## config.mk

```make
export PLATFORM = sky130hd
export DESIGN_NAME = bsc_ctrl
export DESIGN_NICKNAME = d
export VERILOG_FILES = /design/src/rtl/baro_sensor_compensation_defines.svh /design/src/rtl/bsc_pkg.sv /design/src/rtl/bsc_ctrl.sv
export SDC_FILE = /design/constraint.sdc
export NUM_CORES = 1
export LEC_CHECK = 0
export ABC_AREA = 1
export BUFFER_PORTS_ARGS = -buffer_cell sky130_fd_sc_hd__buf_4
export CORE_AREA = 2 2 39 41
export DETAILED_ROUTE_END_ITERATION = 16
export DIE_AREA = 0 0 41 43
export PLACE_DENSITY = 0.64
export SLEW_MARGIN = 20
export SYNTH_ARGS = -nofsm -noshare
export SYNTH_HDL_FRONTEND = slang
export SYNTH_SLANG_ARGS = --single-unit
```

## constraint.sdc

```tcl
create_clock -name clk -period 4.3 [get_ports clk]
set_clock_uncertainty 0.2 [all_clocks]
set_input_delay 0.86 -clock clk [delete_from_list [all_inputs] [get_ports clk]]
set_output_delay 0.86 -clock clk [all_outputs]
set_load 0.01 [all_outputs]
```

## src/rtl/baro_sensor_compensation_defines.svh

```systemverilog
// Assertion macros for the barometer compensation block.
// Included by the top level; no other dependencies.
`ifndef BARO_SENSOR_COMPENSATION_DEFINES_SVH
`define BARO_SENSOR_COMPENSATION_DEFINES_SVH
`ifndef SYNTHESIS
// Same-cycle implication, sampled on clk and disabled during reset.
`define BSC_ASSERT_IMP(label, ante, cons) \
    label: assert property (@(posedge clk) disable iff (!rst_n) (ante) |-> (cons)) \
        else $error("baro compensation check failed");
// Next-cycle implication, sampled on clk and disabled during reset.
`define BSC_ASSERT_NXT(label, ante, cons) \
    label: assert property (@(posedge clk) disable iff (!rst_n) (ante) |=> (cons)) \
        else $error("baro compensation check failed");
`else
`define BSC_ASSERT_IMP(label, ante, cons)
`define BSC_ASSERT_NXT(label, ante, cons)
`endif
`endif

```

## src/rtl/bsc_pkg.sv

```systemverilog
// Package for the barometer compensation block: widths, constants and types.
// No dependencies; used by every module of the block.
package bsc_pkg;

    // Field widths of the ports.
    localparam int RAW_W     = 24;
    localparam int CAL_W     = 16;
    localparam int CFG_IDX_W = 3;
    localparam int TOUT_W    = 15;
    localparam int POUT_W    = 17;

    // Number of pipeline register stages.
    localparam int NSTG = 10;

    // Internal datapath widths (signed two's complement).
    localparam int DT_W       = 25;
    localparam int PT_W       = 42;
    localparam int PDD_W      = 50;
    localparam int TEMP_W     = 20;
    localparam int OFF_W      = 40;
    localparam int SENS_W     = 40;
    localparam int SQ_W       = 40;
    localparam int ACC_W      = 44;
    localparam int SENS_SPLIT = 20;
    localparam int PLO_W      = 46;
    localparam int PHI_W      = 45;
    localparam int PROD_W     = 65;
    localparam int Q_W        = 45;
    localparam int P_W        = 30;

    // Scheme constants, temperature in 0.01 C and pressure in 0.01 mbar.
    localparam int TEMP_REF  = 2000;
    localparam int TEMP_DEEP = -1500;
    localparam int TEMP_MIN  = -4000;
    localparam int TEMP_MAX  = 8500;
    localparam int PRES_MIN  = 1000;
    localparam int PRES_MAX  = 120000;

    // Power-of-two scalings.
    localparam int SH_TEMP = 23;
    localparam int SH_OFF  = 7;
    localparam int SH_SENS = 8;
    localparam int SH_T2   = 31;
    localparam int SH_P1   = 21;
    localparam int SH_P2   = 15;

    // Calibration register indexes.
    typedef enum logic [CFG_IDX_W-1:0] {
        REG_CAL_SENS     = 3'd0,
        REG_CAL_OFF      = 3'd1,
        REG_CAL_TCS      = 3'd2,
        REG_CAL_TCO      = 3'd3,
        REG_CAL_TREF     = 3'd4,
        REG_CAL_TEMPSENS = 3'd5
    } cfg_reg_t;

    // Calibration words C1..C6.
    typedef struct packed {
        logic [CAL_W-1:0] sens;
        logic [CAL_W-1:0] off;
        logic [CAL_W-1:0] tcs;
        logic [CAL_W-1:0] tco;
        logic [CAL_W-1:0] tref;
        logic [CAL_W-1:0] tempsens;
    } cal_t;

    typedef logic [NSTG-1:0] stage_en_t;

    // Pipeline control: per-stage load enables and valid bits.
    typedef struct packed {
        stage_en_t en;
        stage_en_t vld;
    } pipe_ctrl_t;

    // Hand-off from the compensation stages to the pressure stages.
    typedef struct packed {
        logic [RAW_W-1:0]  d1;
        logic [TOUT_W-1:0] temp;
        logic              tclamp;
        logic [OFF_W-1:0]  off_c;
        logic [SENS_W-1:0] sens_c;
    } comp_t;

endpackage

```

## src/rtl/bsc_ctrl.sv

```systemverilog
// Valid bits and load enables of the ten-stage compensation pipeline.
// Depends on bsc_pkg.
module bsc_ctrl
    import bsc_pkg::*;
(
    input  logic       clk,
    input  logic       rst_n,
    input  logic       in_valid,
    output logic       in_stall,
    input  logic       out_stall,
    output pipe_ctrl_t pipe
);

    stage_en_t vld_reg;
    stage_en_t vld_next;
    stage_en_t en;

    // A stage loads when it is empty or when the stage after it loads,
    // so bubbles collapse and a held beat is never overwritten.
    always_comb
    begin
        en[NSTG-1] = !vld_reg[NSTG-1] || !out_stall;
        for (int i = NSTG - 2; i >= 0; i--)
        begin
            en[i] = !vld_reg[i] || en[i+1];
        end
    end

    // Valid bits travel with the data.
    always_comb
    begin
        vld_next[0] = en[0] ? in_valid : vld_reg[0];
        for (int i = 1; i < NSTG; i++)
        begin
            vld_next[i] = en[i] ? vld_reg[i-1] : vld_reg[i];
        end
    end

    always_ff @(posedge clk or negedge rst_n)
    begin
        if (!rst_n)
        begin
            vld_reg <= '0;
        end
        else
        begin
            vld_reg <= vld_next;
        end
    end

    assign in_stall = !en[0];
    assign pipe.en  = en;
    assign pipe.vld = vld_reg;

endmodule

```

After elaboration in Yosys (flattened, before gate mapping)
Index checks and enable logic that the tools add are counted.
{"block": "classes", "n_reduce_logical": 22}
{"cell": "1-bit zero test", "n": 12}
{"cell": "1-bit logical OR", "n": 10}
{"block": "totals", "register_bits": 10, "in_bits": 4, "elab_cells": 32, "output_inout_bits": 21}

Longest topological paths before layout
{"block": "depth", "word_depth": 12, "mapped_depth": 6, "depth_no_buf": 6}

Worst setup path before layout
Ideal clock, no wire load.
{"block": "synth_path", "path_kind": "input-to-output", "start": "input port out_stall", "end": "output port in_stall", "stages": 6, "arrival_ns": 1.661, "n_path_buf": 0, "setup_slack_ns": 1.579, "required_ns": 3.240, "cell_sequence": "nand3_2 -> nor2_4 -> nand4_4 -> nor2_8 -> nand4_4 -> inv_2"}
{"element": "start, declared", "line": "bsc_ctrl.sv:10", "rtl": "input logic out_stall,"}
{"element": "end, declared", "line": "bsc_ctrl.sv:9", "rtl": "output logic in_stall,"}

Worst setup path after layout
{"block": "layout_path", "start": "input port out_stall", "end": "output port in_stall"}
{"block": "layout_via", "elab_chain_len": 12}
{"element": "1-bit zero test", "line": "bsc_ctrl.sv:22", "rtl": "en[NSTG-1] = !vld_reg[NSTG-1] || !out_stall;"}
{"element": "1-bit logical OR", "line": "bsc_ctrl.sv:22"}
{"element": "1-bit logical OR (9 in series)", "line": "bsc_ctrl.sv:25", "rtl": "en[i] = !vld_reg[i] || en[i+1];"}
{"element": "1-bit zero test", "line": "bsc_ctrl.sv:51", "rtl": "assign in_stall = !en[0];"}
No other way between the ends.

==> flow_metrics.env <==
export IMPL_synth_seq_cells=10
export IMPL_hold_violations=0
export IMPL_ant_nets=0
export IMPL_synth_fp_nets=45
export IMPL_design_area_um2=669
export IMPL_grt_max_degree=11
export IMPL_cts_root_buf="clkbuf_4"
export IMPL_syn_inst=41
export IMPL_synth_top_family_by_area="simple AND/OR/NAND/NOR gates"
export IMPL_fin_tns_setup_ps=0
export IMPL_num_rows=14
export IMPL_synthMuxAreaShare_pct=0
export IMPL_routed_via_density=4.26
export IMPL_synth_distinct_cells=12
export IMPL_cp_max_fo=5
export IMPL_p_total_mw=0.342
export IMPL_synth_compound_area_share_pct=0
export IMPL_place_congestion=0.614
export IMPL_cts_max_path_buffers=2
export IMPL_synthSimpleGateAreaFrac_pct=34.7
export IMPL_synth_area_um2=447
export IMPL_dieArea_mm2=0.00176
export IMPL_rsz0062_at_grt="no"
export IMPL_endpoint_kind="primary output"
export IMPL_cts_resized=0
export IMPL_slew_headroom_pct=84.8
export IMPL_post_cts_buffers=0
export IMPL_grt_overflow_total=0
export IMPL_dp_slack_ps=1440
export IMPL_clock_sinks=10
export IMPL_rr_startpoint="vld_reg[8]"
export IMPL_die_h_um=43
export IMPL_start_util_pct=32.3
export IMPL_grt_pass1_wl_mm=1.24
export IMPL_status="finished, final reports clean"
export IMPL_clk_pin_slew_worst_paths_ps=60
export IMPL_cts_made_buffers=3
export IMPL_design_core_area_mm2=0.00138
export IMPL_ys_top_cells_by_count="dfrtp_1, inv_1, nand2_1"
export IMPL_antenna_cells=0
export IMPL_htree_levels=1
export IMPL_dieWidth_um=41
export IMPL_yosys_area_top_type="dfrtp_1"
export IMPL_firstDrtPassIters=2
export IMPL_timing_worst_setup_path_type="in -> out"
export IMPL_io_pins=25
export IMPL_synthArstFlopShare_pct=100
export IMPL_fin_nets=74
export IMPL_first_iter_violations=4
export IMPL_synth_xor_area_share_pct=0
export IMPL_portBuffers=24
export IMPL_slew_viol_final=0
export IMPL_synthAdderAreaFrac_pct=0
export IMPL_fmax_mhz=351
export IMPL_cts_tree="done"
export IMPL_leakagePower_nw=0.362
export IMPL_post_route_min_period_ps=2850
export IMPL_place_area_um2=647
export IMPL_cap_violations=0
export IMPL_ys_seq_area_share_pct=56.0
export IMPL_synthTopCellsByArea="dfrtp_1, nand4_4, inv_1"
export IMPL_gr_usage_all_layers_pct=10.8
export IMPL_antenna_found_initial=0
export IMPL_grt_pass1_vias=309
export IMPL_clk_insertion_delay_late_ps=250
export IMPL_drc_errors=0
export IMPL_largest_reg_flops=10
export IMPL_synth_edff_count=0
export IMPL_setup_viol=0
export IMPL_syn2layout_area_growth_pct=49.9
export IMPL_wl_um=814
export IMPL_ys_flop_type="dfrtp_1"
export IMPL_yosys_warnings=0
export IMPL_wl_per_cell_um=9.69
export IMPL_required_ps=3240
export IMPL_min_period_over_period_pct=66.2
export IMPL_crit_path_start_kind="primary input"
export IMPL_cts_hold_buf=0
export IMPL_postLayoutSetupSlackWorst_ps=1450
export IMPL_dp_hpwl_um=674
export IMPL_tightest_slew_ps=228
export IMPL_synth_top_area_share_pct=56.0
export IMPL_startpoint="out_stall"
export IMPL_peakVddDrop_uv=199
export IMPL_drive_above_1_share_pct=52.9
export IMPL_power_density_mw_per_mm2=511
export IMPL_final_util_pct=48.4
export IMPL_min_path_type="in -> async"
export IMPL_synth_avg_cell_area_um2=10.9
export IMPL_vias=358
export IMPL_arrival_ps=1790
## power by group
| group | internal, mW | switching, mW |
|---|---|---|
| sequential | 0.113 | 0.0245 |
| clock | 0.0320 | 0.0266 |
| combinational | 0.0717 | 0.0738 |
## kinds of logic after synthesis
logic type,count (synthesis)
AND/OR/NAND/NOR,20
buffers and inverters,11
flip-flops,10
## critical path, cell delays in order
cell     delay [ps]
buf_4            90
nand3_2          90
nor2_4          160
nand4_4         140
nor2_8          160
nand4_4         110
inv_2            70
buf_4           110
## worst paths after layout
check	to	slack (ps)	depth (start not counted)
hold / removal	vld_reg[6]	230	1
max in group asynchronous	vld_reg[1]	3540	1
setup reg to reg	vld_reg[0]	2900	6
min in group clk	vld_reg[9]	300	2
hold reg to reg	vld_reg[9]	300	2
setup / recovery	in_stall	1450	8
## final cells by class
cell class | instances | area (µm²)
clock buffer | 3 | 22.5
fill | 143 | 714
inverter | 11 | 41.3
multi-input combinational | 20 | 155
sequential | 10 | 250
tap | 16 | 20.0
timing repair buffer | 24 | 180
## layout by cell type (no fill, tap or decap)
cell,netlist,routed
nand3_2,2,2
or2_2,1,1
dfrtp_1,10,10
inv_1,10,10
nor2_8,1,1
clkbuf_4,0,3
nand4_4,2,2
buf_4,0,24
nand3_1,1,1
nand2_2,1,1
or2_1,1,1
inv_2,1,1
nand2_1,10,10
nor2_4,1,1
## layer usage
metal	GRT usage (%)	up-vias	part of all wire [%]
li1	-	179	-
met1	13.1	157	42
met2	15.3	20	46
met3	3.14	2	11
met4	8.00	0	0.86
met5	0	-	0
## stage by stage
stage               std cells  hold slack [ps]
detailed placement         81              293
global route               84              220
finish                     84              225
floorplan                  41              336
global placement           81              299
CTS                        84              220
Note: power is estimated with default switching activity, not from simulation.
