$ cat src/rtl/baro_sensor_compensation_defines.svh
// Assertion macros for the barometer compensation block.
// Included by the top level; no other dependencies.
`ifndef BARO_SENSOR_COMPENSATION_DEFINES_SVH
`define BARO_SENSOR_COMPENSATION_DEFINES_SVH
`ifndef SYNTHESIS
// Same-cycle implication, sampled on clk and disabled during reset.
`define BSC_ASSERT_IMP(label, ante, cons) \
    label: assert property (@(posedge clk) disable iff (!rst_n) (ante) |-> (cons)) \
        else $error("baro compensation check failed");
// Next-cycle implication, sampled on clk and disabled during reset.
`define BSC_ASSERT_NXT(label, ante, cons) \
    label: assert property (@(posedge clk) disable iff (!rst_n) (ante) |=> (cons)) \
        else $error("baro compensation check failed");
`else
`define BSC_ASSERT_IMP(label, ante, cons)
`define BSC_ASSERT_NXT(label, ante, cons)
`endif
`endif

$ cat src/rtl/bsc_pkg.sv
// Package for the barometer compensation block: widths, constants and types.
// No dependencies; used by every module of the block.
package bsc_pkg;

    // Field widths of the ports.
    localparam int RAW_W     = 24;
    localparam int CAL_W     = 16;
    localparam int CFG_IDX_W = 3;
    localparam int TOUT_W    = 15;
    localparam int POUT_W    = 17;

    // Number of pipeline register stages.
    localparam int NSTG = 10;

    // Internal datapath widths (signed two's complement).
    localparam int DT_W       = 25;
    localparam int PT_W       = 42;
    localparam int PDD_W      = 50;
    localparam int TEMP_W     = 20;
    localparam int OFF_W      = 40;
    localparam int SENS_W     = 40;
    localparam int SQ_W       = 40;
    localparam int ACC_W      = 44;
    localparam int SENS_SPLIT = 20;
    localparam int PLO_W      = 46;
    localparam int PHI_W      = 45;
    localparam int PROD_W     = 65;
    localparam int Q_W        = 45;
    localparam int P_W        = 30;

    // Scheme constants, temperature in 0.01 C and pressure in 0.01 mbar.
    localparam int TEMP_REF  = 2000;
    localparam int TEMP_DEEP = -1500;
    localparam int TEMP_MIN  = -4000;
    localparam int TEMP_MAX  = 8500;
    localparam int PRES_MIN  = 1000;
    localparam int PRES_MAX  = 120000;

    // Power-of-two scalings.
    localparam int SH_TEMP = 23;
    localparam int SH_OFF  = 7;
    localparam int SH_SENS = 8;
    localparam int SH_T2   = 31;
    localparam int SH_P1   = 21;
    localparam int SH_P2   = 15;

    // Calibration register indexes.
    typedef enum logic [CFG_IDX_W-1:0] {
        REG_CAL_SENS     = 3'd0,
        REG_CAL_OFF      = 3'd1,
        REG_CAL_TCS      = 3'd2,
        REG_CAL_TCO      = 3'd3,
        REG_CAL_TREF     = 3'd4,
        REG_CAL_TEMPSENS = 3'd5
    } cfg_reg_t;

    // Calibration words C1..C6.
    typedef struct packed {
        logic [CAL_W-1:0] sens;
        logic [CAL_W-1:0] off;
        logic [CAL_W-1:0] tcs;
        logic [CAL_W-1:0] tco;
        logic [CAL_W-1:0] tref;
        logic [CAL_W-1:0] tempsens;
    } cal_t;

    typedef logic [NSTG-1:0] stage_en_t;

    // Pipeline control: per-stage load enables and valid bits.
    typedef struct packed {
        stage_en_t en;
        stage_en_t vld;
    } pipe_ctrl_t;

    // Hand-off from the compensation stages to the pressure stages.
    typedef struct packed {
        logic [RAW_W-1:0]  d1;
        logic [TOUT_W-1:0] temp;
        logic              tclamp;
        logic [OFF_W-1:0]  off_c;
        logic [SENS_W-1:0] sens_c;
    } comp_t;

endpackage

$ cat src/rtl/bsc_press.sv
// Stages seven to ten: D1 * SENS as two partial products, pressure formation,
// saturation and the output register. Depends on bsc_pkg.
module bsc_press
    import bsc_pkg::*;
(
    input  logic                     clk,
    input  stage_en_t                en,
    input  comp_t                    comp,
    output logic signed [TOUT_W-1:0] temperature_centi,
    output logic        [POUT_W-1:0] pressure_centi_mbar,
    output logic                     clamped
);

    // Stage 7 registers.
    logic signed [PLO_W-1:0]  s7_plo_reg, s7_plo_next;
    logic signed [PHI_W-1:0]  s7_phi_reg, s7_phi_next;
    logic signed [OFF_W-1:0]  s7_off_reg;
    logic        [TOUT_W-1:0] s7_temp_reg;
    logic                     s7_tclamp_reg;

    // Stage 8 registers.
    logic signed [PROD_W-1:0] s8_prod_reg, s8_prod_next;
    logic signed [OFF_W-1:0]  s8_off_reg;
    logic        [TOUT_W-1:0] s8_temp_reg;
    logic                     s8_tclamp_reg;

    // Stage 9 registers.
    logic signed [P_W-1:0]    s9_p_reg, s9_p_next;
    logic        [TOUT_W-1:0] s9_temp_reg;
    logic                     s9_tclamp_reg;

    // Output registers.
    logic        [TOUT_W-1:0] s10_temp_reg;
    logic        [POUT_W-1:0] s10_pres_reg,  s10_pres_next;
    logic                     s10_clamp_reg, s10_clamp_next;

    logic signed [DT_W-1:0]       d1_s;
    logic signed [SENS_SPLIT:0]   sens_lo;
    logic signed [SENS_W-SENS_SPLIT-1:0] sens_hi;
    logic signed [Q_W-1:0]        s8_q;

    // Stage 7: split SENS into an unsigned low part and a signed high part.
    assign d1_s        = $signed({1'b0, comp.d1});
    assign sens_lo     = $signed({1'b0, comp.sens_c[SENS_SPLIT-1:0]});
    assign sens_hi     = $signed(comp.sens_c[SENS_W-1:SENS_SPLIT]);
    assign s7_plo_next = d1_s * sens_lo;
    assign s7_phi_next = d1_s * sens_hi;

    // Stage 8: recombine the partial products.
    assign s8_prod_next = (PROD_W'(s7_phi_reg) <<< SENS_SPLIT) + PROD_W'(s7_plo_reg);

    // Stage 9: P = (D1 * SENS / 2^21 - OFF) / 2^15, both floors.
    assign s8_q      = Q_W'(s8_prod_reg >>> SH_P1) - Q_W'(s8_off_reg);
    assign s9_p_next = P_W'(s8_q >>> SH_P2);

    // Stage 10: pressure saturation and the combined flag.
    always_comb
    begin
        s10_pres_next  = s9_p_reg[POUT_W-1:0];
        s10_clamp_next = s9_tclamp_reg;
        if (s9_p_reg < P_W'(PRES_MIN))
        begin
            s10_pres_next  = POUT_W'(PRES_MIN);
            s10_clamp_next = 1'b1;
        end
        else if (s9_p_reg > P_W'(PRES_MAX))
        begin
            s10_pres_next  = POUT_W'(PRES_MAX);
            s10_clamp_next = 1'b1;
        end
    end

    always_ff @(posedge clk)
    begin
        if (en[6])
        begin
            s7_plo_reg    <= s7_plo_next;
            s7_phi_reg    <= s7_phi_next;
            s7_off_reg    <= $signed(comp.off_c);
            s7_temp_reg   <= comp.temp;
            s7_tclamp_reg <= comp.tclamp;
        end
        if (en[7])
        begin
            s8_prod_reg   <= s8_prod_next;
            s8_off_reg    <= s7_off_reg;
            s8_temp_reg   <= s7_temp_reg;
            s8_tclamp_reg <= s7_tclamp_reg;
        end
        if (en[8])
        begin
            s9_p_reg      <= s9_p_next;
            s9_temp_reg   <= s8_temp_reg;
            s9_tclamp_reg <= s8_tclamp_reg;
        end
        if (en[9])
        begin
            s10_temp_reg  <= s9_temp_reg;
            s10_pres_reg  <= s10_pres_next;
            s10_clamp_reg <= s10_clamp_next;
        end
    end

    assign temperature_centi   = $signed(s10_temp_reg);
    assign pressure_centi_mbar = s10_pres_reg;
    assign clamped             = s10_clamp_reg;

endmodule

$ cat config.mk
export PLATFORM = sky130hd
export DESIGN_NAME = bsc_press
export DESIGN_NICKNAME = d
export VERILOG_FILES = /design/src/rtl/baro_sensor_compensation_defines.svh /design/src/rtl/bsc_pkg.sv /design/src/rtl/bsc_press.sv
export SDC_FILE = /design/constraint.sdc
export NUM_CORES = 2
export LEC_CHECK = 0
export BUFFER_PORTS_ARGS = -buffer_cell sky130_fd_sc_hd__buf_4
export CORE_MARGIN = 3
export CORE_UTILIZATION = 59
export DETAILED_ROUTE_END_ITERATION = 8
export GPL_ROUTABILITY_DRIVEN = 0
export GPL_TIMING_DRIVEN = 0
export MAX_ROUTING_LAYER = met4
export PLACE_DENSITY = 0.8
export SETUP_SLACK_MARGIN = 0.1
export SYNTH_ARGS = -nofsm -noshare
export SYNTH_HDL_FRONTEND = slang
export SYNTH_SLANG_ARGS = --single-unit
$ cat constraint.sdc
create_clock -name clk -period 8 [get_ports clk]
set_input_delay 1.6 -clock clk [delete_from_list [all_inputs] [get_ports clk]]
set_output_delay 1.6 -clock clk [all_outputs]
set_load 0.01 [all_outputs]
=== Word-level counts from Yosys, hierarchy flattened ===
Cells that the tools add are included.

* Flip-flop bits (word level): 345
* Bits of input ports: 131
* Logic and storage cells: 24

* Add/sub/neg operators: 2
* $mul: 2
* Order comparisons: 2
* Multiplexer cells: 1
* Reduce and logical (&&, ||, !) cells: 1

{| class="wikitable"
|+ Operators by type and width
! cell !! number
|-
| 65-bit by 45-bit adder with 65-bit output || 1
|-
| 25-bit by 20-bit multiplier with 45-bit output || 1
|-
| 44-bit by 40-bit subtractor with 45-bit output || 1
|-
| 24-bit by 20-bit multiplier with 44-bit output || 1
|-
| 30-bit by 18-bit > comparator with 1-bit output (second input constant) || 1
|-
| 30-bit by 11-bit < comparator with 1-bit output (second input constant) || 1
|-
| 17-bit two-way mux || 1
|-
| 2-bit OR reduction || 1
|}

=== Logic depth before layout (Yosys ltp) ===
* Word-level depth: 2
* Mapped depth: 27
* Mapped depth without buffers: 26

=== Worst setup path after synthesis ===
No wires, ideal clock.

* Path kind: input to register
* Start point: in comp[31] (netlist name)
* End point: reg s7_phi_reg[41], data pin
* Arrival time: 7.706 ns
* Required time: 7.740 ns
* Setup slack: 0.034 ns
* Cell stages on the path: 24
* Path through: clkbuf_1 nand2_1 fa_1 inv_1 fa_1 inv_1 fa_1 inv_1 fa_1 fa_1 fa_1 inv_1 fa_1 inv_1 ha_1 a21o_1 a21o_1 a21o_1 a221oi_2 a21o_1 a22oi_1 a2111o_1 a221oi_2 xnor2_1

* Word-level cells in the longest chain between the ends: 1

{| class="wikitable"
|+ RTL lines
! what !! line !! source
|-
| start, declared || bsc_press.sv:8 || <nowiki>input comp_t comp,</nowiki>
|-
| 25-bit by 20-bit multiplier with 45-bit output || bsc_press.sv:47 || <nowiki>assign s7_phi_next = d1_s * sens_hi;</nowiki>
|-
| named net s7_phi_next[41] || bsc_press.sv:16 || <nowiki>logic signed [PHI_W-1:0] s7_phi_reg, s7_phi_next;</nowiki>
|-
| end signal, assigned || bsc_press.sv:78 || <nowiki>s7_phi_reg <= s7_phi_next;</nowiki>
|-
| end, declared || bsc_press.sv:16 ||
|}

The timed path passes the listed nets, and every way through them passes these cells.
A chain may end at the register's enable or synchronous reset.

=== Final worst setup path ===
* Start point: in comp[100] (netlist name)
* End point: reg s7_plo_reg[43], data pin

* Word-level cells in the longest chain between the ends: 1

{| class="wikitable"
|+ RTL lines
! what !! line !! source
|-
| 24-bit by 20-bit multiplier with 44-bit output || bsc_press.sv:46 || <nowiki>assign s7_plo_next = d1_s * sens_lo;</nowiki>
|-
| named net s7_plo_next[43] || bsc_press.sv:15 || <nowiki>logic signed [PLO_W-1:0] s7_plo_reg, s7_plo_next;</nowiki>
|-
| end signal, assigned || bsc_press.sv:77 || <nowiki>s7_plo_reg <= s7_plo_next;</nowiki>
|-
| end, declared || bsc_press.sv:15 ||
|}

The timed path passes the listed nets, and every way through them passes these cells.

==> results.md <==
* R2r startpoint: s7_plo_reg[21]$_DFFE_PP_
* Synth warn at 0
* Top_reg_cell synth: edfxtp_1
* #FFs+latches synth at 304
* Clk_skew at 0.0128 ns
* Crit path kind: in2reg
* Post-synth EDFFs at 304
* Final count of pins violating max slew at 0
* Yosys cell types at 78
* Die height at 280 um
* Worst hold path type: reg2reg
* RSZ-0062 raised after global routing: true
* Worst path top cell family by delay: adder cells
* Synth area leader: fa_1
* Routed WL per cell at 22.1 um
* IO Port Bufs at between 100 and 150
* CTS H-tree lvls at 1
* Synth Instances at ~4400
* # rows at 99
* Commonest non-fill, non-tap cells in the layout: inv_1, fa_1, nand2_1
* GRT Util Overall at 0.329
* Vias in the first global route at 34200
* Root Buffer: clkbuf_16
* Starting density of the core at 0.602
* Hold_sp: s7_temp_reg[6]$_DFFE_PP_
* Measured slew at the worst slew-check pin at about 1.3 ns
* Top cell type's share of synthesized area at 0.354
* Crit-path max cell delay at 0.60 ns
* Ys async rst share at 0
* DR vias at 32400
* Clock Tree Buf Depth at 3
* Die X at 280 um
* Sequential share of the synthesized area at 0.206
* Met3 WL post-DR at roughly 16 mm
* Fin nets at 5940
* Worst slew margin relative to its limit at 0.161
* Die area at 78500 sq um
* Critical Path RT at around 8.3 ns
* Final hold violation count at 0
* Fin crit share at 0.993
* Worst-path maximum fanout at 10
* M1 wire length at 44.2 mm
* Worst setup SP type: primary input
* First-pass GRT wire length at 191 mm
* Run status: complete, no violations
* Buf/Inv on CP at 3
* Post-route ant nets at 0
* Compound-cell area share of the yosys netlist at 0.0559
* DRT Wirelength at 124 mm
* Hold Buf Count CTS at 0
* Synth area leaders: fa_1, edfxtp_1, ha_1
* # clock sinks at 304
* Crit path arrival time at slightly above 8 ns
* Boundary pin count at 164
* Most Frequent Cell on Critical Path: fa_1
* Crit. Startpoint: comp[100]
* Tmin final at 7.94 ns
* Initial antenna violation count at 8
* DP Worst Slack at -1.62 ns
* Area Growth Syn to Fin at 10.5%
* Post-synthesis mux area share at 0.000479
* Xor/xnor share of the synthesized area at 0.0276
* DRC at 0
* DRT iter0 DRCs at about 2800
* GRT overflow at 0
* TritonCTS buffer count at 29
* DR pass1 iterations at 6
* Final setup fails at 0
* CTS tree: yes
* Worst-path cell chain: clkbuf_4 > and2_4 > fa_1 > fa_1 > fa_1 > fa_2 > fa_1 > fa_1 > inv_2 > fa_1 > inv_2 > ha_4 > a21oi_2 > nand2_2 > a221oi_4 > o2111a_2 > nor3_4 > a21o_1 > a211oi_4 > a31oi_4 > a21oi_2 > xnor2_2
* Final worst slack at between 0.05 and 0.06 ns
* Share of cells above drive strength 1 at 0.0994
* HPWL Detailed at 99.3 mm
* Simple-Gate Fraction of Synth Area at 0.148
* Fmax at 126 MHz
* Via/cell ratio at about 5.8
* Clock Pin Slew Worst Setup and Hold Paths at 0.06 ns
* Synth Area in Adders at 0.467
* Largest family of logic cells by synthesized area: adder cells
* Total core area at about 74000 sq um
* Number of flip-flops under the largest register name at between 40 and 50
* Metal2 WL at 55.4 mm
* Uppermost layer routed: met4
* Slowest CP cell: fa_1
* Largest net degree at the start of global routing at 101
* Average size of a mapped cell at 10.0 sq um
* Commonest non-fill, non-tap cell in the layout: inv_1
* Max Cap Violations at 0
* Worst-skew pair later-pin latency at around 0.56 ns
* Post-Synthesis Cell Area at 44400 sq um
* Syn Nets at 5741
* Crit end category: register
* Hold WS at 0.418 ns
## metal layers
| metal | vias to the layer above | global-route usage |
|---|---|---|
| met4 | 0 | 0.165 |
| met2 | 1953 | 0.498 |
| met1 | 15900 | 0.399 |
| met5 | - | - |
| met3 | 500 | 0.108 |
| li1 | 14000 | - |
## final timing paths
kind | slack (ns) | depth (start not counted) | end
max reg2reg | 4.57 | 11 | s8_prod_reg[63]$_DFFE_PP_
max | 0.06 | 22 | s7_plo_reg[43]$_DFFE_PP_
min reg2reg | 0.42 | 0 | s8_temp_reg[6]$_DFFE_PP_
min | 0.42 | 0 | s8_temp_reg[6]$_DFFE_PP_
## through the flow
stage               utilization  std cells  setup TNS (ns)  instance area (sq um)
detailed placement        0.632       5521          -43.61                  46600
CTS                       0.656       5578               0                  48300
finish                    0.665       5628               0                  49000
global placement          0.632       5520          -42.00                  46600
floorplan                     -       4426               0                  44400
global route              0.665       5622          -0.203                  49000
## area by class of cell
| type | count | area, sq um |
|---|---|---|
| fill | 5508 | 24700 |
| multi-input combinational | 2992 | 31400 |
| clock buffer | 37 | 756 |
| timing repair buffer | 171 | 1410 |
| sequential | 304 | 9130 |
| antenna | 21 | 52.6 |
| inverter | 937 | 3520 |
| clock inverter | 17 | 131 |
| buffer | 190 | 1400 |
| tap | 959 | 1200 |
## cells in the mapped netlist, types with 13 or more instances
cell type  number
nor2b_1        20
nand3_1        38
ha_1          399
nand2b_1       31
xor2_1         51
clkbuf_1      189
nand4_1        21
nor2_1         81
nor3_1         13
edfxtp_1      304
fa_1          785
o21ai_0        44
nand2_1       542
xnor2_1        89
inv_1         937
a21o_1         69
and3_1         16
and2_1        481
a21oi_1       143
o21bai_1       22
## worst register-to-register path, delay by kind of cell (launching register included)
family          cells  cell delay (ns)
compound gates      7             1.91
flops               1             0.39
simple gates        2             0.38
fa+ha+maj           1             0.30
xor+xnor            1             0.18
## cells by family after synthesis
family / Yosys count
mux: 2
fa+ha+maj: 1184
xor+xnor: 140
flops: 304
compound gates: 375
simple gates: 1291
buf+inv: 1130
## what timing repair did
action,4_1_cts,5_1_grt
pin swaps,33,63
resized for setup,266,212
endpoints found under the setup margin,38,24
setup buffers,5,28
cloned,0,2
Power is not shown: default switching activity piles up to over one toggle a cycle in this logic, so the estimate is an artifact.
