===== src/rtl/baro_sensor_compensation_defines.svh =====
// Assertion macros for the barometer compensation block.
// Included by the top level; no other dependencies.
`ifndef BARO_SENSOR_COMPENSATION_DEFINES_SVH
`define BARO_SENSOR_COMPENSATION_DEFINES_SVH
`ifndef SYNTHESIS
// Same-cycle implication, sampled on clk and disabled during reset.
`define BSC_ASSERT_IMP(label, ante, cons) \
    label: assert property (@(posedge clk) disable iff (!rst_n) (ante) |-> (cons)) \
        else $error("baro compensation check failed");
// Next-cycle implication, sampled on clk and disabled during reset.
`define BSC_ASSERT_NXT(label, ante, cons) \
    label: assert property (@(posedge clk) disable iff (!rst_n) (ante) |=> (cons)) \
        else $error("baro compensation check failed");
`else
`define BSC_ASSERT_IMP(label, ante, cons)
`define BSC_ASSERT_NXT(label, ante, cons)
`endif
`endif


===== src/rtl/bsc_pkg.sv =====
// Package for the barometer compensation block: widths, constants and types.
// No dependencies; used by every module of the block.
package bsc_pkg;

    // Field widths of the ports.
    localparam int RAW_W     = 24;
    localparam int CAL_W     = 16;
    localparam int CFG_IDX_W = 3;
    localparam int TOUT_W    = 15;
    localparam int POUT_W    = 17;

    // Number of pipeline register stages.
    localparam int NSTG = 10;

    // Internal datapath widths (signed two's complement).
    localparam int DT_W       = 25;
    localparam int PT_W       = 42;
    localparam int PDD_W      = 50;
    localparam int TEMP_W     = 20;
    localparam int OFF_W      = 40;
    localparam int SENS_W     = 40;
    localparam int SQ_W       = 40;
    localparam int ACC_W      = 44;
    localparam int SENS_SPLIT = 20;
    localparam int PLO_W      = 46;
    localparam int PHI_W      = 45;
    localparam int PROD_W     = 65;
    localparam int Q_W        = 45;
    localparam int P_W        = 30;

    // Scheme constants, temperature in 0.01 C and pressure in 0.01 mbar.
    localparam int TEMP_REF  = 2000;
    localparam int TEMP_DEEP = -1500;
    localparam int TEMP_MIN  = -4000;
    localparam int TEMP_MAX  = 8500;
    localparam int PRES_MIN  = 1000;
    localparam int PRES_MAX  = 120000;

    // Power-of-two scalings.
    localparam int SH_TEMP = 23;
    localparam int SH_OFF  = 7;
    localparam int SH_SENS = 8;
    localparam int SH_T2   = 31;
    localparam int SH_P1   = 21;
    localparam int SH_P2   = 15;

    // Calibration register indexes.
    typedef enum logic [CFG_IDX_W-1:0] {
        REG_CAL_SENS     = 3'd0,
        REG_CAL_OFF      = 3'd1,
        REG_CAL_TCS      = 3'd2,
        REG_CAL_TCO      = 3'd3,
        REG_CAL_TREF     = 3'd4,
        REG_CAL_TEMPSENS = 3'd5
    } cfg_reg_t;

    // Calibration words C1..C6.
    typedef struct packed {
        logic [CAL_W-1:0] sens;
        logic [CAL_W-1:0] off;
        logic [CAL_W-1:0] tcs;
        logic [CAL_W-1:0] tco;
        logic [CAL_W-1:0] tref;
        logic [CAL_W-1:0] tempsens;
    } cal_t;

    typedef logic [NSTG-1:0] stage_en_t;

    // Pipeline control: per-stage load enables and valid bits.
    typedef struct packed {
        stage_en_t en;
        stage_en_t vld;
    } pipe_ctrl_t;

    // Hand-off from the compensation stages to the pressure stages.
    typedef struct packed {
        logic [RAW_W-1:0]  d1;
        logic [TOUT_W-1:0] temp;
        logic              tclamp;
        logic [OFF_W-1:0]  off_c;
        logic [SENS_W-1:0] sens_c;
    } comp_t;

endpackage


===== src/rtl/bsc_cfg.sv =====
// Calibration register file of the barometer compensation block.
// Depends on bsc_pkg.
module bsc_cfg
    import bsc_pkg::*;
(
    input  logic                 clk,
    input  logic                 rst_n,
    input  logic                 cfg_valid,
    output logic                 cfg_ready,
    input  logic [CFG_IDX_W-1:0] cfg_index,
    input  logic [CAL_W-1:0]     cfg_data,
    output cal_t                 cal
);

    cal_t cal_reg;
    cal_t cal_next;

    // The register file always takes a write.
    assign cfg_ready = 1'b1;

    // Decode the index; indexes past the last register are dropped.
    always_comb
    begin
        cal_next = cal_reg;
        if (cfg_valid)
        begin
            case (cfg_reg_t'(cfg_index))
                REG_CAL_SENS:     cal_next.sens     = cfg_data;
                REG_CAL_OFF:      cal_next.off      = cfg_data;
                REG_CAL_TCS:      cal_next.tcs      = cfg_data;
                REG_CAL_TCO:      cal_next.tco      = cfg_data;
                REG_CAL_TREF:     cal_next.tref     = cfg_data;
                REG_CAL_TEMPSENS: cal_next.tempsens = cfg_data;
                default:          cal_next          = cal_reg;
            endcase
        end
    end

    always_ff @(posedge clk or negedge rst_n)
    begin
        if (!rst_n)
        begin
            cal_reg <= '0;
        end
        else
        begin
            cal_reg <= cal_next;
        end
    end

    assign cal = cal_reg;

endmodule


===== config.mk =====
export PLATFORM = sky130hd
export DESIGN_NAME = bsc_cfg
export DESIGN_NICKNAME = d
export VERILOG_FILES = /design/src/rtl/baro_sensor_compensation_defines.svh /design/src/rtl/bsc_pkg.sv /design/src/rtl/bsc_cfg.sv
export SDC_FILE = /design/constraint.sdc
export NUM_CORES = 1
export LEC_CHECK = 0
export ABC_AREA = 1
export CAP_MARGIN = 20
export CELL_PAD_IN_SITES_DETAIL_PLACEMENT = 0
export CELL_PAD_IN_SITES_GLOBAL_PLACEMENT = 2
export CORE_MARGIN = 2
export CORE_UTILIZATION = 36
export DETAILED_ROUTE_END_ITERATION = 8
export DONT_BUFFER_PORTS = 1
export GPL_ROUTABILITY_DRIVEN = 0
export PLACE_DENSITY_LB_ADDON = 0.05
export SLEW_MARGIN = 20
export SYNTH_ARGS = -nofsm -noshare
export SYNTH_HDL_FRONTEND = slang
export SYNTH_SLANG_ARGS = --single-unit

===== constraint.sdc =====
create_clock -name clk -period 0.8 [get_ports clk]
set_input_delay 0.16 -clock clk [delete_from_list [all_inputs] [get_ports clk]]
set_output_delay 0.16 -clock clk [all_outputs]
set_load 0.03 [all_outputs]

# == Word level (Yosys, flattened, before mapping) ==
# Cells that the tools add are included.
# totals
register_bits,96
input_bits,22
output_inout_bits,97
elab_cells,18
# op_classes
eq_ne,5
n_reduce_logical,7
# ops
op,count
AND reduction 2 bit,6
"== test 3 x 2 -> 1 bit, second input constant",2
"== test 3 bit, second input constant",2
"== test 3 x 1 -> 1 bit, second input constant",1
zero test 3 bit,1

# == Depth between registers and ports, before layout ==
# Gate-level depths: netlist (run 1).
# depth
depth_word,2
depth_mapped,6
mapped_depth_nobuf,5

# == Worst setup path before layout (run 1) ==
# Ideal clock, no wire load.
# synth_path
path_type,input to register
start,input port cfg_valid
end,"register cal_reg, in the netlist cal[37]"
setup_ps,117
arrival_ps,823
path_slack_ps,-140
path_stages,6
cell_sequence,inv_1 nor2_2 nand2_1 buf_2 nand2_1 nand2_1
# synth_between
elab_chain_len,1
# synth_lines
element,line_no,text
from (decl),bsc_cfg.sv:8,"input logic cfg_valid,"
AND reduction 2 bit (no source line),n/a,
to (signal assigned),bsc_cfg.sv:47,cal_reg <= cal_next;
to (decl),bsc_cfg.sv:15,cal_t cal_reg;
# Every way passes these cells.
# A chain may end at the register's enable or synchronous reset.

# == Worst setup path in the final report (run 1) ==
# layout_path
start,"register cal_reg, in the netlist cal[23]"
end,output port cal[23] (netlist name)
# layout_lines
element,line_no,text
to (decl),bsc_cfg.sv:12,output cal_t cal
# No word-level cell between the ends.

==> results of run 1 <==
## routing by layer
metal / vias up / share of wire / global-route usage
li1: 1647 / - / -
met3: 12 / 0.071 / 0.0509
met4: 0 / 0.011 / 0.0659
met1: 1629 / 0.43 / 0.284
met5: - / 0 / 0
met2: 115 / 0.48 / 0.340
## layout make-up
cell class	instances	share of cell area
inverter	6	0.00448
tap	136	0.0254
clock inverter	4	0.00466
timing repair buffer	166	0.391
sequential	96	0.358
clock buffer	12	0.0201
multi-input combinational	305	0.196
## cells by family after synthesis
logic type    share of synthesized area
simple gates                      0.330
buf+inv                          0.0340
flops                             0.634
other cells                    0.000990
## final timing paths
kind / to / slack, ns / cells past startpoint
max: cal[23] / -0.31 / 1
min: cal[10] / -0.51 / 0
max reg2reg: cal[23] / -0.09 / 4
min reg2reg: cal[81] / 0.55 / 2
max in group asynchronous: cal[84] / 1.18 / 0
min in group clk: cal[52] / 0.13 / 4
## synthesized netlist by cell type
cell and number:
inv_2 3, nand2_2 2, clkbuf_1 3, conb_1 1, nand2_1 232, buf_2 13, nor2_4 2, nand3_1 64
nor2_2 4, dfrtp_1 96, inv_1 3, buf_4 4
## what timing repair did
action / 4_1_cts / 5_1_grt
setup endpoints to repair: 96 / 170
resized for setup: 0 / 41
pin swaps: 0 / 7
hold endpoints to repair: 192 / 96
buffers inserted: 16 / 19
## power groups by stage
stage          Combinational, mW  Sequential [mW]  Clock, mW
2_1_floorplan              0.893             8.15          0
3_3_place_gp                6.63             6.90          0
3_5_place_dp                6.72             6.91          0
4_1_cts                     7.12             6.81       2.91
5_1_grt                     7.86             6.92       3.12
6_report                    7.47             6.82       2.83
## stage by stage
step                hold WS (ns)  instance area [um2]  setup WS [ns]
floorplan                 -0.136                 3870        -0.0406
global placement          -0.133                 6000         -0.118
detailed placement        -0.134                 6000         -0.147
CTS                       -0.529                 6440         -0.321
global route              -0.540                 6710         -0.357
finish                    -0.510                 6710         -0.314
==> impl_metrics.toml, run 1 <==
[run_status]
status = "complete, but fails checks"
failed_checks = "negative hold slack, negative setup slack"

[timing]
period_minus_slack_ns = 1.11
finalMaxSlewViolations = 0
setup_viol = 97
hold_viol_final = 96
rsz0062_at_grt = "yes"
finClkSkew_ns = 0
fin_crit_sh = 1.39
whs_ns = -0.510
layout_setup_ws_ns = -0.314
fmax_mhz = 898
finalSetupTns_ns = -27.38

[floorplan]
initial_core_util = 0.368
die_width_um = 107
rows = 37
core_area_um2 = 10300
pin_count = 119
die_h_um = 107
dieArea_um2 = 11400

[routing]
post_drt_wl_per_cell_um = 16.1
dr_total_vias = 3403
drtAntennaViolNets = 0
remaining_drc_errors = 0
drt_first_pass_iters = 4
via_per_inst = 4.69
wirelength_um = 11700
drtIter0Drc = 135

[worst_setup_path]
cp.required_ns = 0.64
critPathBufInv = 1
critPathLaunchType = "flip-flop"
worst-path-max-fanout = 2
critical_path.top_delay_family = "flip-flops"
startpoint = "cal[23]"
cp_slowest_cell = "dfrtp_1"
r2r_start = "cal[23]"
path_class = "reg -> out"
critPathCaptureType = "primary output"
crit_path_max_incr_delay_ns = 0.44
cp.arrival_ns = 0.95
path_cells = "buf_12"

[global_routing]
grt_pass1_vias = 3323
grt_pass1_wl_um = 18300
track_usage = 0.212
grt_overflow = 0
grt_max_degree = 97
antenna_found_initial = 0

[synthesis]
syn-num-nets = 449
synth_largest_area_cell = "dfrtp_1"
yosysSeqAreaShare = 0.635
netlist_area_um2 = 3790
ys_warn_count = 0
yosysTopAreaCellShare = 0.635
avgSynthCellArea_um2 = 8.87
synth_cells = 427
yosysUniqueCellTypes = 12
yosys-top-cells-area = "dfrtp_1, nand2_1, nand3_1"
ys_ff_latch = 96

[pwr]
pwr-share-seq = 0.398
power.total_mw = 17.1
irDropWorstVdd_mv = 1.19
power.share.switching = 0.344
p_int_mw = 11.2
switchingPower_mw = 5.89
p_per_area_nw_per_um2 = 2550
combPwrFrac = 0.436
p_leak_nw = 3.51
clockPowerShare = 0.165

[cts]
cts-root-buf = "clkbuf_8"
holdBufCountCts = 16
clk_pin_slew_ns = 0.10
cts.sinks = 96
numCtsBuffers = 9
cts_tree = "done"
clk_latency_ns = 0.34
h-tree-depth = 3
cts_buffer_depth = 2

[cells_and_area]
num-nets-final = 606
regArea_um2 = 2400
drive_gt1_frac = 0.326
utilization = 0.653
diodes = 0
final_cell_mix = "nand2_1, buf_12, dfrtp_1, nand3_1, buf_4"
largest_reg_flops = 96
final_cells = 725
nFillCells = 844
multi_input_area_um2 = 1320
final_common_cell = "nand2_1"
area_delta_synth_final_pct = 77.2

[placed_design]
placed_cells = 658
dpl.hpwl_um = 7710
port_buffers = 0

[job]
drv_cap = 0

[hold_path]
hp-class = "in -> async"
No activity file was read; power rests on OpenSTA's default activity.
==> inputs of run 2 (changes only) <==
--- a/config.mk
+++ b/config.mk
@@ -10,7 +10,8 @@
 export CELL_PAD_IN_SITES_DETAIL_PLACEMENT = 0
 export CELL_PAD_IN_SITES_GLOBAL_PLACEMENT = 2
 export CORE_MARGIN = 2
-export CORE_UTILIZATION = 36
+export CORE_UTILIZATION = 38
+export CTS_BUF_LIST = sky130_fd_sc_hd__clkbuf_2 sky130_fd_sc_hd__clkbuf_4 sky130_fd_sc_hd__clkbuf_8
 export DETAILED_ROUTE_END_ITERATION = 8
 export DONT_BUFFER_PORTS = 1
 export GPL_ROUTABILITY_DRIVEN = 0
==> run 2 against run 1 <==
  * The run still ends with negative hold slack, negative setup slack left
  * Sequential power barely moved
  * Critical endpoint is now cal[88]
  * Highest routed layer unchanged
  * Largest cell class unchanged
  * Global-route usage rose by 0.80 points
  * Via count up 0.59%
  * Wire length about the same
  * First-iteration DRC count up 32%
==> impl_metrics.toml, run 2 (synthesis results as in run 1) <==
[timing]
layout_setup_ws_ns = -0.317
finClkSkew_ns = 0
fin_crit_sh = 1.40
period_minus_slack_ns = 1.12
hold_viol_final = 96
rsz0062_at_grt = "yes"
finalSetupTns_ns = -28.30
fmax_mhz = 895
setup_viol = 97
finalMaxSlewViolations = 0
whs_ns = -0.520

[cts]
cts_buffer_depth = 2
clk_pin_slew_ns = 0.10
cts_tree = "done"
cts-root-buf = "clkbuf_8"
clk_latency_ns = 0.35
cts.sinks = 96
holdBufCountCts = 16
numCtsBuffers = 9
h-tree-depth = 3

[cells_and_area]
multi_input_area_um2 = 1330
nFillCells = 781
utilization = 0.689
final_cell_mix = "nand2_1, buf_12, dfrtp_1, nand3_1, buf_4"
regArea_um2 = 2400
largest_reg_flops = 96
area_delta_synth_final_pct = 77.1
final_cells = 718
num-nets-final = 602
drive_gt1_frac = 0.332
diodes = 0
postLayoutCellArea_um2 = 6710
final_common_cell = "nand2_1"

[routing]
wirelength_um = 11600
top_layer = "met4"
drt_first_pass_iters = 4
dr_total_vias = 3423
drtAntennaViolNets = 0
wl_met3_um = 887
remaining_drc_errors = 0
post_drt_wl_per_cell_um = 16.2
via_per_inst = 4.77
wl_met2_um = 5690
met1_length_um = 4950
drtIter0Drc = 178

[pwr]
p_leak_nw = 3.53
irDropWorstVdd_mv = 1.30
power.total_mw = 17.4
p_per_area_nw_per_um2 = 2590

[floorplan]
pin_count = 119
dieArea_um2 = 10800
die_width_um = 104
core_area_um2 = 9730
initial_core_util = 0.389
die_h_um = 104
rows = 36

[worst_setup_path]
crit_end = "cal[88]"
cp.arrival_ns = 0.96
path_class = "reg -> out"
r2r_start = "cal[75]"
critical_path.top_delay_family = "flip-flops"
critPathBufInv = 1
cp_slowest_cell = "dfrtp_1"
crit_path_max_incr_delay_ns = 0.44
startpoint = "cal[88]"
critPathCaptureType = "primary output"
worst-path-max-fanout = 2
path_cells = "buf_12"
r2r.worst_path.cells = 4
critPathLaunchType = "flip-flop"
r2r_end = "cal[75]"
cp.required_ns = 0.64
cp.depth = 1
r2r_slack_ns = -0.07

[global_routing]
grt_overflow = 0
antenna_found_initial = 0
grt_pass1_vias = 3415
track_usage = 0.220
grt_pass1_wl_um = 18600
grt_max_degree = 97

[run_status]
status = "complete, but fails checks"
failed_checks = "negative hold slack, negative setup slack"

[placed_design]
post-place-ws_ns = -0.186
dpl.hpwl_um = 7480
port_buffers = 0
placed_cells = 652
dpl_cell_area_um2 = 5960

[job]
drv_cap = 0

[hold_path]
hp-class = "in -> async"
run 2: layout make-up:
type,instances,area share
multi-input cells,305,0.198
repair buffers,162,0.387
well taps,133,0.0248
inverters,6,0.00448
clock inverters,5,0.00578
clock buffers,11,0.0216
flip-flops and latches,96,0.358
run 2: how the worst min path moves through the flow:
stage                     startpoint      end  slack, ns  depth (start not counted)
final                          rst_n  cal[39]      -0.52                          0
after floorplan                rst_n   cal[0]      -0.14                          0
after detailed placement       rst_n  cal[39]      -0.13                          0
after global routing           rst_n  cal[42]      -0.54                          0
after CTS                      rst_n  cal[29]      -0.54                          0
after global placement         rst_n  cal[39]      -0.13                          0
run 2: metal layers:
| metal | global-route usage | vias up |
|---|---|---|
| li1 | - | 1637 |
| met4 | 0.0569 | 0 |
| met1 | 0.300 | 1648 |
| met5 | 0 | - |
| met3 | 0.0629 | 10 |
| met2 | 0.346 | 128 |
run 2: repair_timing:
action | in CTS | in global routing
setup endpoints to repair | 96 | 159
setup buffers | 10 | 25
pin swaps | 0 | 11
endpoints found under the hold margin | 192 | 96
resized for setup | 0 | 50
run 2: report_power, final:
part | internal (mW) | switching (mW) | total, mW
clock | 1.28 | 1.75 | 3.02
combinational | 4.34 | 3.15 | 7.49
sequential | 5.76 | 1.09 | 6.85
==> inputs of run 3 (changes only) <==
==> constraint.sdc (replaced) <==
create_clock -name clk -period 0.8 [get_ports clk]
set_input_delay 0.08 -clock clk [delete_from_list [all_inputs] [get_ports clk]]
set_output_delay 0.08 -clock clk [all_outputs]
set_load 0.03 [all_outputs]
==> run 3 against run 2 <==
  * The run still ends with negative hold slack, negative setup slack left
  * Largest power group is now sequential cells
  * First-iteration DRC count down 5.1%
  * Highest routed layer is now met5
  * Sequential power decreased by 5.5%
  * Total power shrank 9.9%
==> impl_metrics.toml, run 3 (synthesis results as in run 1) <==
[cts]
cts-root-buf = "clkbuf_8"
holdBufCountCts = 17
cts_buffer_depth = 2
cts_tree = "done"
cts.sinks = 96
numCtsBuffers = 9
clk_pin_slew_ns = 0.10
clk_latency_ns = 0.35
h-tree-depth = 3

[cells_and_area]
final_common_cell = "nand2_1"
largest_reg_flops = 96
drive_gt1_frac = 0.325
final_cells = 736
postLayoutCellArea_um2 = 5870
final_cell_mix = "nand2_1, buf_6, dfrtp_1, nand3_1, buf_4"
nFillCells = 896
num-nets-final = 621
area_delta_synth_final_pct = 55.1
diodes = 0

[pwr]
combPwrFrac = 0.375
power.share.switching = 0.354
p_per_area_nw_per_um2 = 2660
p_int_mw = 10.1
pwr-share-seq = 0.413
irDropWorstVdd_mv = 1.25
p_leak_nw = 3.20
switchingPower_mw = 5.54
clockPowerShare = 0.212

[routing]
dr_total_vias = 3428
post_drt_wl_per_cell_um = 15.6
via_per_inst = 4.66
drtIter0Drc = 169
wirelength_um = 11500
remaining_drc_errors = 0
drt_first_pass_iters = 4
drtAntennaViolNets = 0

[worst_setup_path]
cp.required_ns = 0.72
worst-path-max-fanout = 2
critPathCaptureType = "primary output"
critical_path.top_delay_family = "flip-flops"
path_class = "reg -> out"
cp_slowest_cell = "dfrtp_1"
critPathLaunchType = "flip-flop"
path_cells = "buf_6"
cp.arrival_ns = 0.94
crit_path_max_incr_delay_ns = 0.43
critPathBufInv = 1

[placed_design]
dpl.hpwl_um = 7160
dpl_cell_area_um2 = 4730
placed_cells = 654
port_buffers = 0

[timing]
whs_ns = -0.593
fin_crit_sh = 1.27
setup_viol = 101
finalSetupTns_ns = -17.52
layout_setup_ws_ns = -0.215
rsz0062_at_grt = "yes"
period_minus_slack_ns = 1.02
fmax_mhz = 985
hold_viol_final = 96
finalMaxSlewViolations = 0
finClkSkew_ns = 0

[floorplan]
core_area_um2 = 9730
rows = 36
dieArea_um2 = 10800
die_h_um = 104
die_width_um = 104
initial_core_util = 0.389
pin_count = 119

[run_status]
status = "complete, but fails checks"
failed_checks = "negative hold slack, negative setup slack"

[global_routing]
antenna_found_initial = 1
grt_overflow = 0
grt_pass1_wl_um = 18300
grt_max_degree = 97
track_usage = 0.219
grt_pass1_vias = 3363

[job]
drv_cap = 0

[hold_path]
hp-class = "in -> async"
==> run 3: cell count changes in the layout (fill, tap and decap cells not counted), moves of 2 or more <==
cell	change
inv_6	-3
dlygate4sd3_1	+14
dlymetal6s4s_1	-13
buf_4	+34
nand2_2	-12
nand2_4	-2
buf_6	+81
nand2_1	+14
buf_12	-97
==> run 3: final timing paths <==
kind	start	to	slack (ns)	depth (start not counted)
max	cal[74]	cal[74]	-0.22	1
min	rst_n	cal[53]	-0.59	0
max reg2reg	cal[53]	cal[53]	-0.04	4
min reg2reg	cal[70]	cal[70]	0.50	2
max in group asynchronous	rst_n	cal[61]	1.19	0
min in group clk	cfg_index[0]	cal[17]	0.07	4
==> run 3: metrics by stage <==
stage | hold slack, ns | power, mW | utilization | worst slack (ns)
3_3_place_gp | -0.213 | 10.8 | 0.487 | -0.0918
2_1_floorplan | -0.216 | 9.02 | - | -0.0200
4_1_cts | -0.609 | 15.5 | 0.585 | -0.223
3_5_place_dp | -0.213 | 10.9 | 0.487 | -0.117
5_1_grt | -0.626 | 16.4 | 0.604 | -0.253
6_report | -0.593 | 15.7 | 0.604 | -0.215
==> run 3: area by class of cell <==
type,count,area (um2),area share
clock buffer,11,151,0.0258
clock inverter,4,53.8,0.00916
inverter,6,22.5,0.00383
multi-input combinational,305,1270,0.217
sequential,96,2400,0.409
tap,133,166,0.0283
timing repair buffer,181,1800,0.307
==> run 3: power groups by stage <==
stage / Clock (mW) / Sequential (mW) / Combinational (mW)
6_report: 3.31 / 6.47 / 5.87
3_3_place_gp: 0 / 6.37 / 4.42
5_1_grt: 3.56 / 6.57 / 6.26
2_1_floorplan: 0 / 8.15 / 0.867
3_5_place_dp: 0 / 6.39 / 4.47
4_1_cts: 3.39 / 6.46 / 5.62
==> run 3: repair_timing <==
item                                   4_1_cts  5_1_grt
gates resized for setup                     96       10
setup endpoints to repair                   96      101
setup buffers                               30       21
endpoints found under the hold margin      192       96
pin swaps                                    0        5
==> run 3: metal layers <==
metal  wire length [um]  up-vias  global-route usage  part of all wire
li1                   -     1674                   -                 -
met5                 13        -                   0            0.0011
met2               5500       83               0.351              0.48
met1               5260     1655               0.299              0.46
met3                556       14              0.0522             0.048
met4                147        2              0.0598             0.013
